==> config.mk <==
export PLATFORM = sky130hd
export DESIGN_NAME = bcis_mul
export DESIGN_NICKNAME = d
export VERILOG_FILES = /design/src/hw/rtl/bcis_pkg.sv /design/src/hw/rtl/bcis_mul.sv
export SDC_FILE = /design/constraint.sdc
export NUM_CORES = 2
export LEC_CHECK = 0
export BUFFER_PORTS_ARGS = -buffer_cell sky130_fd_sc_hd__buf_4
export CORE_ASPECT_RATIO = 0.75
export CORE_MARGIN = 4
export CORE_UTILIZATION = 36
export DETAILED_ROUTE_END_ITERATION = 8
export SYNTH_ARGS = -nofsm -noshare
export SYNTH_HDL_FRONTEND = slang
export SYNTH_SLANG_ARGS = --single-unit
==> constraint.sdc <==
create_clock -name clk -period 18.4 [get_ports clk]
set_clock_uncertainty 0.05 [all_clocks]
set_input_delay 3.68 -clock clk [delete_from_list [all_inputs] [get_ports clk]]
set_output_delay 3.68 -clock clk [all_outputs]
set_load 0.03 [all_outputs]
==> src/hw/rtl/bcis_pkg.sv <==
package bcis_pkg;

    // Internal arithmetic width and the exact width of one ALU sum
    localparam int INT_W  = 64;
    localparam int EXT_W  = INT_W + 2;
    localparam int PROD_W = 2 * INT_W;
    localparam int DT_FRAC = 24;

    // Configuration port
    localparam int CFG_W     = 32;
    localparam int CFG_IDX_W = 3;
    localparam int DT_W      = 24;
    localparam int COEF_W    = 31;
    localparam int WALL_W    = 32;

    localparam logic [CFG_IDX_W-1:0] CFG_DT   = 3'd0;
    localparam logic [CFG_IDX_W-1:0] CFG_G    = 3'd1;
    localparam logic [CFG_IDX_W-1:0] CFG_K    = 3'd2;
    localparam logic [CFG_IDX_W-1:0] CFG_INVM = 3'd3;
    localparam logic [CFG_IDX_W-1:0] CFG_R    = 3'd4;
    localparam logic [CFG_IDX_W-1:0] CFG_WALL = 3'd5;

    localparam logic [DT_W-1:0]          DT_RST   = 24'd16777;
    localparam logic [COEF_W-1:0]        G_RST    = 31'd642908;
    localparam logic [COEF_W-1:0]        K_RST    = 31'd13098680;
    localparam logic [COEF_W-1:0]        INVM_RST = 31'd24731;
    localparam logic [COEF_W-1:0]        R_RST    = 31'd9830;
    localparam logic signed [WALL_W-1:0] WALL_RST = 32'sd655360;

    // Product scaling
    typedef logic [1:0] shift_t;
    localparam shift_t SH_FRAC    = 2'd0;
    localparam shift_t SH_DT      = 2'd1;
    localparam shift_t SH_DT_HALF = 2'd2;

    // Operand sources and destinations
    typedef logic [4:0] src_t;
    localparam src_t SRC_ZERO = 5'd0;
    localparam src_t SRC_PX   = 5'd1;
    localparam src_t SRC_PY   = 5'd2;
    localparam src_t SRC_VX   = 5'd3;
    localparam src_t SRC_VY   = 5'd4;
    localparam src_t SRC_DT   = 5'd5;
    localparam src_t SRC_G    = 5'd6;
    localparam src_t SRC_K    = 5'd7;
    localparam src_t SRC_INVM = 5'd8;
    localparam src_t SRC_R    = 5'd9;
    localparam src_t SRC_WALL = 5'd10;
    localparam src_t SRC_T0   = 5'd11;
    localparam src_t SRC_T1   = 5'd12;
    localparam src_t SRC_T2   = 5'd13;
    localparam src_t SRC_T3   = 5'd14;
    localparam src_t SRC_T4   = 5'd15;
    localparam src_t SRC_T5   = 5'd16;
    localparam src_t SRC_T6   = 5'd17;

    typedef logic [2:0] op_t;
    localparam op_t OP_ADD = 3'd0;
    localparam op_t OP_SUB = 3'd1;
    localparam op_t OP_MUL = 3'd2;
    localparam op_t OP_JLE = 3'd3;

    typedef logic [4:0] pc_t;
    localparam pc_t PC_WALL  = 5'd8;
    localparam pc_t PC_ADV_X = 5'd13;
    localparam pc_t LAST_PC  = 5'd24;

    typedef struct packed {
        op_t    op;
        src_t   a;
        src_t   b;
        src_t   dst;
        shift_t sh;
        logic   wide;
        pc_t    target;
        logic   last;
    } uop_t;

    typedef struct packed {
        logic   start;
        shift_t sh;
    } mul_req_t;

    typedef struct packed {
        logic busy;
        logic done;
        logic sat;
    } mul_stat_t;

    function automatic uop_t mk(op_t op, src_t a, src_t b, src_t dst, shift_t sh,
                                logic wide, pc_t target, logic last);
        uop_t u;
        u.op     = op;
        u.a      = a;
        u.b      = b;
        u.dst    = dst;
        u.sh     = sh;
        u.wide   = wide;
        u.target = target;
        u.last   = last;
        return u;
    endfunction

    // Step program. T0 = h, T1 = d, T2 = ay, T3 = ax, T4 = dv, T5 = dp.
    function automatic uop_t ucode(pc_t pc);
        uop_t u;
        case (pc)
            5'd0:  u = mk(OP_SUB, SRC_R,    SRC_PY,   SRC_T0,   SH_FRAC,    1'b0, '0, 1'b0);
            5'd1:  u = mk(OP_ADD, SRC_PX,   SRC_R,    SRC_T1,   SH_FRAC,    1'b0, '0, 1'b0);
            5'd2:  u = mk(OP_SUB, SRC_T1,   SRC_WALL, SRC_T1,   SH_FRAC,    1'b0, '0, 1'b0);
            5'd3:  u = mk(OP_SUB, SRC_ZERO, SRC_G,    SRC_T2,   SH_FRAC,    1'b0, '0, 1'b0);
            5'd4:  u = mk(OP_JLE, SRC_T0,   SRC_ZERO, SRC_ZERO, SH_FRAC,    1'b0, PC_WALL, 1'b0);
            5'd5:  u = mk(OP_MUL, SRC_K,    SRC_T0,   SRC_T2,   SH_FRAC,    1'b0, '0, 1'b0);
            5'd6:  u = mk(OP_MUL, SRC_T2,   SRC_INVM, SRC_T2,   SH_FRAC,    1'b0, '0, 1'b0);
            5'd7:  u = mk(OP_SUB, SRC_T2,   SRC_G,    SRC_T2,   SH_FRAC,    1'b0, '0, 1'b0);
            5'd8:  u = mk(OP_ADD, SRC_ZERO, SRC_ZERO, SRC_T3,   SH_FRAC,    1'b0, '0, 1'b0);
            5'd9:  u = mk(OP_JLE, SRC_T1,   SRC_ZERO, SRC_ZERO, SH_FRAC,    1'b0, PC_ADV_X, 1'b0);
            5'd10: u = mk(OP_MUL, SRC_K,    SRC_T1,   SRC_T3,   SH_FRAC,    1'b0, '0, 1'b0);
            5'd11: u = mk(OP_MUL, SRC_T3,   SRC_INVM, SRC_T3,   SH_FRAC,    1'b0, '0, 1'b0);
            5'd12: u = mk(OP_SUB, SRC_ZERO, SRC_T3,   SRC_T3,   SH_FRAC,    1'b0, '0, 1'b0);
            5'd13: u = mk(OP_MUL, SRC_T3,   SRC_DT,   SRC_T4,   SH_DT,      1'b0, '0, 1'b0);
            5'd14: u = mk(OP_MUL, SRC_VX,   SRC_DT,   SRC_T5,   SH_DT,      1'b0, '0, 1'b0);
            5'd15: u = mk(OP_MUL, SRC_T4,   SRC_DT,   SRC_T6,   SH_DT_HALF, 1'b0, '0, 1'b0);
            5'd16: u = mk(OP_ADD, SRC_T5,   SRC_T6,   SRC_T5,   SH_FRAC,    1'b0, '0, 1'b0);
            5'd17: u = mk(OP_ADD, SRC_PX,   SRC_T5,   SRC_PX,   SH_FRAC,    1'b1, '0, 1'b0);
            5'd18: u = mk(OP_ADD, SRC_VX,   SRC_T4,   SRC_VX,   SH_FRAC,    1'b1, '0, 1'b0);
            5'd19: u = mk(OP_MUL, SRC_T2,   SRC_DT,   SRC_T4,   SH_DT,      1'b0, '0, 1'b0);
            5'd20: u = mk(OP_MUL, SRC_VY,   SRC_DT,   SRC_T5,   SH_DT,      1'b0, '0, 1'b0);
            5'd21: u = mk(OP_MUL, SRC_T4,   SRC_DT,   SRC_T6,   SH_DT_HALF, 1'b0, '0, 1'b0);
            5'd22: u = mk(OP_ADD, SRC_T5,   SRC_T6,   SRC_T5,   SH_FRAC,    1'b0, '0, 1'b0);
            5'd23: u = mk(OP_ADD, SRC_PY,   SRC_T5,   SRC_PY,   SH_FRAC,    1'b1, '0, 1'b0);
            5'd24: u = mk(OP_ADD, SRC_VY,   SRC_T4,   SRC_VY,   SH_FRAC,    1'b1, '0, 1'b1);
            default: u = mk(OP_ADD, SRC_ZERO, SRC_ZERO, SRC_ZERO, SH_FRAC, 1'b0, '0, 1'b1);
        endcase
        return u;
    endfunction

endpackage

==> src/hw/rtl/bcis_mul.sv <==
module bcis_mul #(
    parameter int FRACTION_BITS = 16
) (
    input  logic                                clk,
    input  logic                                rst_n,
    input  bcis_pkg::mul_req_t                  req,
    input  logic signed [bcis_pkg::INT_W-1:0]   a,
    input  logic signed [bcis_pkg::INT_W-1:0]   b,
    output bcis_pkg::mul_stat_t                 stat,
    output logic signed [bcis_pkg::INT_W-1:0]   result
);

    localparam int INT_W  = bcis_pkg::INT_W;
    localparam int PROD_W = bcis_pkg::PROD_W;
    localparam int HALF_W = INT_W / 2;
    localparam logic [2:0] FINAL_CNT = 3'd4;
    localparam logic [PROD_W-1:0] ONE_P = PROD_W'(1);
    localparam logic [PROD_W-1:0] RND_FRAC = (ONE_P << FRACTION_BITS) - ONE_P;
    localparam logic [PROD_W-1:0] RND_DT   = (ONE_P << bcis_pkg::DT_FRAC) - ONE_P;
    localparam logic [PROD_W-1:0] RND_DT_H = (ONE_P << (bcis_pkg::DT_FRAC + 1)) - ONE_P;
    localparam logic [INT_W-1:0]  LIM_NEG  = {1'b1, {(INT_W-1){1'b0}}};
    localparam logic [INT_W-1:0]  LIM_POS  = {1'b0, {(INT_W-1){1'b1}}};

    logic                 busy_reg;
    logic [2:0]           cnt_reg;
    logic [INT_W-1:0]     ua_reg;
    logic [INT_W-1:0]     ub_reg;
    logic                 neg_reg;
    bcis_pkg::shift_t     sh_reg;
    logic [PROD_W-1:0]    acc_reg;
    logic [PROD_W-1:0]    acc_next;

    logic [INT_W-1:0]     abs_a;
    logic [INT_W-1:0]     abs_b;
    logic                 neg;
    logic [PROD_W-1:0]    rnd;
    logic [HALF_W-1:0]    a_half;
    logic [HALF_W-1:0]    b_half;
    logic [INT_W-1:0]     part;
    logic [PROD_W-1:0]    part_sh;
    logic [PROD_W-1:0]    q;
    logic [INT_W-1:0]     lim;
    logic                 over;
    logic [INT_W-1:0]     mag;
    logic                 done;

    always_comb
    begin
        abs_a = a[INT_W-1] ? INT_W'(-a) : INT_W'(a);
        abs_b = b[INT_W-1] ? INT_W'(-b) : INT_W'(b);
        neg   = a[INT_W-1] ^ b[INT_W-1];
        case (req.sh)
            bcis_pkg::SH_FRAC:    rnd = RND_FRAC;
            bcis_pkg::SH_DT:      rnd = RND_DT;
            bcis_pkg::SH_DT_HALF: rnd = RND_DT_H;
            default:              rnd = '0;
        endcase
    end

    // Partial products in order a0*b0, a0*b1, a1*b0, a1*b1
    always_comb
    begin
        a_half = cnt_reg[1] ? ua_reg[INT_W-1:HALF_W] : ua_reg[HALF_W-1:0];
        b_half = cnt_reg[0] ? ub_reg[INT_W-1:HALF_W] : ub_reg[HALF_W-1:0];
        part   = a_half * b_half;
        case (cnt_reg[1:0])
            2'd0:    part_sh = PROD_W'(part);
            2'd1:    part_sh = PROD_W'(part) << HALF_W;
            2'd2:    part_sh = PROD_W'(part) << HALF_W;
            default: part_sh = PROD_W'(part) << INT_W;
        endcase
        acc_next = acc_reg + part_sh;
    end

    // Scale, saturate the magnitude, restore the sign
    always_comb
    begin
        case (sh_reg)
            bcis_pkg::SH_FRAC:    q = acc_reg >> FRACTION_BITS;
            bcis_pkg::SH_DT:      q = acc_reg >> bcis_pkg::DT_FRAC;
            bcis_pkg::SH_DT_HALF: q = acc_reg >> (bcis_pkg::DT_FRAC + 1);
            default:              q = acc_reg;
        endcase
        lim    = neg_reg ? LIM_NEG : LIM_POS;
        over   = (q[PROD_W-1:INT_W] != '0) || (q[INT_W-1:0] > lim);
        mag    = over ? lim : q[INT_W-1:0];
        result = neg_reg ? -mag : mag;
    end

    assign done      = busy_reg && (cnt_reg == FINAL_CNT);
    assign stat.busy = busy_reg;
    assign stat.done = done;
    assign stat.sat  = over;

    always_ff @(posedge clk or negedge rst_n)
    begin
        if (!rst_n)
        begin
            busy_reg <= 1'b0;
            cnt_reg  <= '0;
        end
        else if (req.start)
        begin
            busy_reg <= 1'b1;
            cnt_reg  <= '0;
        end
        else if (busy_reg)
        begin
            if (done)
            begin
                busy_reg <= 1'b0;
            end
            else
            begin
                cnt_reg <= cnt_reg + 3'd1;
            end
        end
    end

    always_ff @(posedge clk)
    begin
        if (req.start)
        begin
            ua_reg  <= abs_a;
            ub_reg  <= abs_b;
            neg_reg <= neg;
            sh_reg  <= req.sh;
            // seed with the floor correction for negative products
            acc_reg <= neg ? rnd : '0;
        end
        else if (busy_reg && !done)
        begin
            acc_reg <= acc_next;
        end
    end

endmodule

==> run_results.csv <==
group,metric,value,unit
outcome,status,"completed",
sta,slew_headroom,9.88,%
placed_design,dp.final_hpwl,182000,um
layout,layout.nets,8317,
sta,finalHoldViolCount,0,
synth,synth_nets,8319,
worst_setup_path,crit_path_max_fanout,42,
floorplanning,row_count,128,
hold_path,min_path_type,"reg -> reg",
global_route,grt_pass1_vias,51200,
worst_setup_path,endpoint_kind,"flop",
placed_design,portBuffers,199,
routing,drtIter0Drc,6303,
synth,ys_seq_elements,263,
synth,ys_seq_area_share,13.3,%
synth,async_reset_ff_share,1.52,%
worst_setup_path,slowest_delay,1040,ps
sta,worstMarginPinSlew,1340,ps
sta,setup_viol,0,
sta,finalSetupTns,0,ps
clock_tree,clk_latency,590,ps
layout,fill_cells,16300,
layout,area_delta_synth_final,8.71,%
sta,period_needed,15630,ps
floorplanning,fp.dieW,477,um
sta,slew_violations,0,
placed_design,place_area,0.0634,sq mm
global_route,overflow,0,
layout,register_area,0.00789,sq mm
routing,via_count,52200,
floorplanning,fp.dieArea,0.172,sq mm
synth,synth_flop_cell,"edfxtp_1",
floorplanning,io_pins,200,
clock_tree,hold_buffers,0,
routing,postRouteAntennaNets,0,
layout,multi_input_area,0.0469,sq mm
flow_run,max-cap-violations,0,
synth,syn_area_per_cell,8.70,sq um
routing,via_per_inst,5.80,
floorplanning,initial_core_util,36.4,%
routing,drt-wirelength-per-cell,25.3,um
synth,synthDistinctLibCells,85,
worst_setup_path,critPathRequiredTime,18700,ps
layout,drive_gt1_share,8.77,%
clock_tree,cts_tree,"yes",
worst_setup_path,worst-endpoint-arrival,15940,ps
sta,min_period_over_period,85.0,%
clock_tree,cts_buffers,35,
clock_tree,cts_resized,0,
layout,largest_register_ffs,128,
global_route,grt_pass1_wl,339000,um
synth,syn_area,0.0594,sq mm
clock_tree,clk_path_buf_depth,3,
global_route,grt_use_total,26.0,%
worst_setup_path,crit_slowest_cell,"mux2i_4",
worst_setup_path,cp-start-kind,"flop",
clock_tree,root_buffer,"clkbuf_16",
sta,rsz0062_at_grt,"false",
placed_design,place.gp.congestion,1.01,
worst_setup_path,path_common_cell,"fa_1",
clock_tree,clock-sinks,263,
clock_tree,worst_setup_hold_path_clk_slew,70,ps
layout,fin_area,0.0646,sq mm
routing,drc_errors,0,
floorplanning,fp.dieH,360,um
routing,routed_wl,228000,um
clock_tree,htreeDepth,2,
sta,fmax,64.0,MHz
clock_tree,cts_setup_buffers,0,
global_route,grt_max_degree,95,
synth,yosysWarnings,0,
synth,synth-edff-count,259,
synth,syn_inst,6828,
worst_setup_path,crit_type,"reg -> reg",
floorplanning,core_area,0.163,sq mm
routing,dr.pass1.iters,8,
global_route,antenna_found_initial,17,
## cell usage in the layout (no fill, tap or decap), drive strengths merged, types with 23 or more instances in the layout
master / Yosys / routed
inv: 961 / 965
nor2: 912 / 912
fa: 897 / 897
nand2: 720 / 720
ha: 461 / 461
a21oi: 311 / 311
buf: 37 / 309
o21ai: 297 / 297
edfxtp: 259 / 259
xnor2: 226 / 226
a21o: 144 / 144
nor3: 106 / 106
nand4: 91 / 91
mux2i: 79 / 79
mux2: 71 / 71
xor2: 66 / 66
nand3: 65 / 65
mux4: 64 / 64
and2: 59 / 59
o31ai: 59 / 59
o21bai: 57 / 57
or3: 56 / 56
clkbuf: 311 / 42
nor4: 39 / 39
nand2b: 33 / 33
a211oi: 31 / 31
nor2b: 30 / 30
or4: 29 / 29
o21a: 28 / 28
and3: 28 / 28
or2: 25 / 25
a31oi: 24 / 24
a22o: 23 / 23
## layout make-up
cell class / instances / share of cell area [%]
clock buffer: 42 / 1.46
sequential: 263 / 12.2
antenna: 6 / 0.0233
multi-input combinational: 5256 / 72.6
tap: 2145 / 4.16
timing repair buffer: 309 / 3.61
clock inverter: 19 / 0.347
inverter: 961 / 5.59
## synth_stat cells, types with 106 or more instances
cell	n	area share (%)
nor2_1	912	5.8
a21o_1	144	1.8
nor3_1	106	0.89
edfxtp_1	259	13
nand2_1	720	4.6
clkbuf_1	311	2.0
a21oi_1	311	2.6
fa_1	897	30
ha_1	461	9.7
o21ai_0	296	2.5
inv_1	961	6.1
xnor2_1	226	3.3
## final timing paths
kind / start / end / slack, ps / depth (start not counted)
hold reg to reg: cnt_reg[2] / cnt_reg[2] / 570 / 2
max in group asynchronous: rst_n / cnt_reg[1] / 15300 / 1
setup reg to reg: cnt_reg[1] / acc_reg[124] / 2770 / 38
min in group asynchronous: rst_n / cnt_reg[0] / 2850 / 1
hold / removal: cnt_reg[2] / cnt_reg[2] / 570 / 2
setup / recovery: cnt_reg[1] / acc_reg[124] / 2770 / 38
## through the flow
| step | setup slack, ps | hold WS [ps] | instances | utilization [%] |
|---|---|---|---|---|
| 2_1_floorplan | 6010 | 527 | 6828 | - |
| 3_3_place_gp | 3410 | 549 | 8934 | 38.8 |
| 3_5_place_dp | 3320 | 559 | 8934 | 38.8 |
| 4_1_cts | 3270 | 569 | 8995 | 39.5 |
| 5_1_grt | 2270 | 645 | 8996 | 39.5 |
| 6_report | 2770 | 575 | 9001 | 39.6 |
## cells by family (layout without fill, tap and decap cells)
family / after synthesis / count (layout) / share of synthesized area, %
flip-flops: 263 / 263 / 13.3
buffers and inverters: 1309 / 1331 / 8.34
adder cells (fa/ha/maj): 1358 / 1358 / 40.0
XOR/XNOR: 292 / 292 / 4.31
multiplexers: 214 / 214 / 5.11
other: 0 / 6 / 0
AND/OR/NAND/NOR: 2227 / 2227 / 16.5
AO/OA/AOI/OAI: 1165 / 1165 / 12.5
## critical path, delay by kind of cell, from the launching register on
| kind | cells | cell delay (ps) |
|---|---|---|
| compound gates | 14 | 5000 |
| xor+xnor | 1 | 690 |
| fa+ha+maj | 10 | 4670 |
| buf+inv | 5 | 870 |
| flops | 1 | 680 |
| mux | 2 | 1420 |
| simple gates | 6 | 1960 |
## per-layer routing
layer	routed length, um	share of wire, %	track usage (%)	vias up
li1	-	-	-	22700
met3	29700	13	8.72	396
met2	92200	41	36.4	2899
met5	45	0.020	0	-
met4	7120	3.1	6.95	6
met1	98500	43	38.0	26200
Power is left out: the tool's default activity adds up to more than one toggle a clock period on the data nets, which glitch-free logic cannot reach.
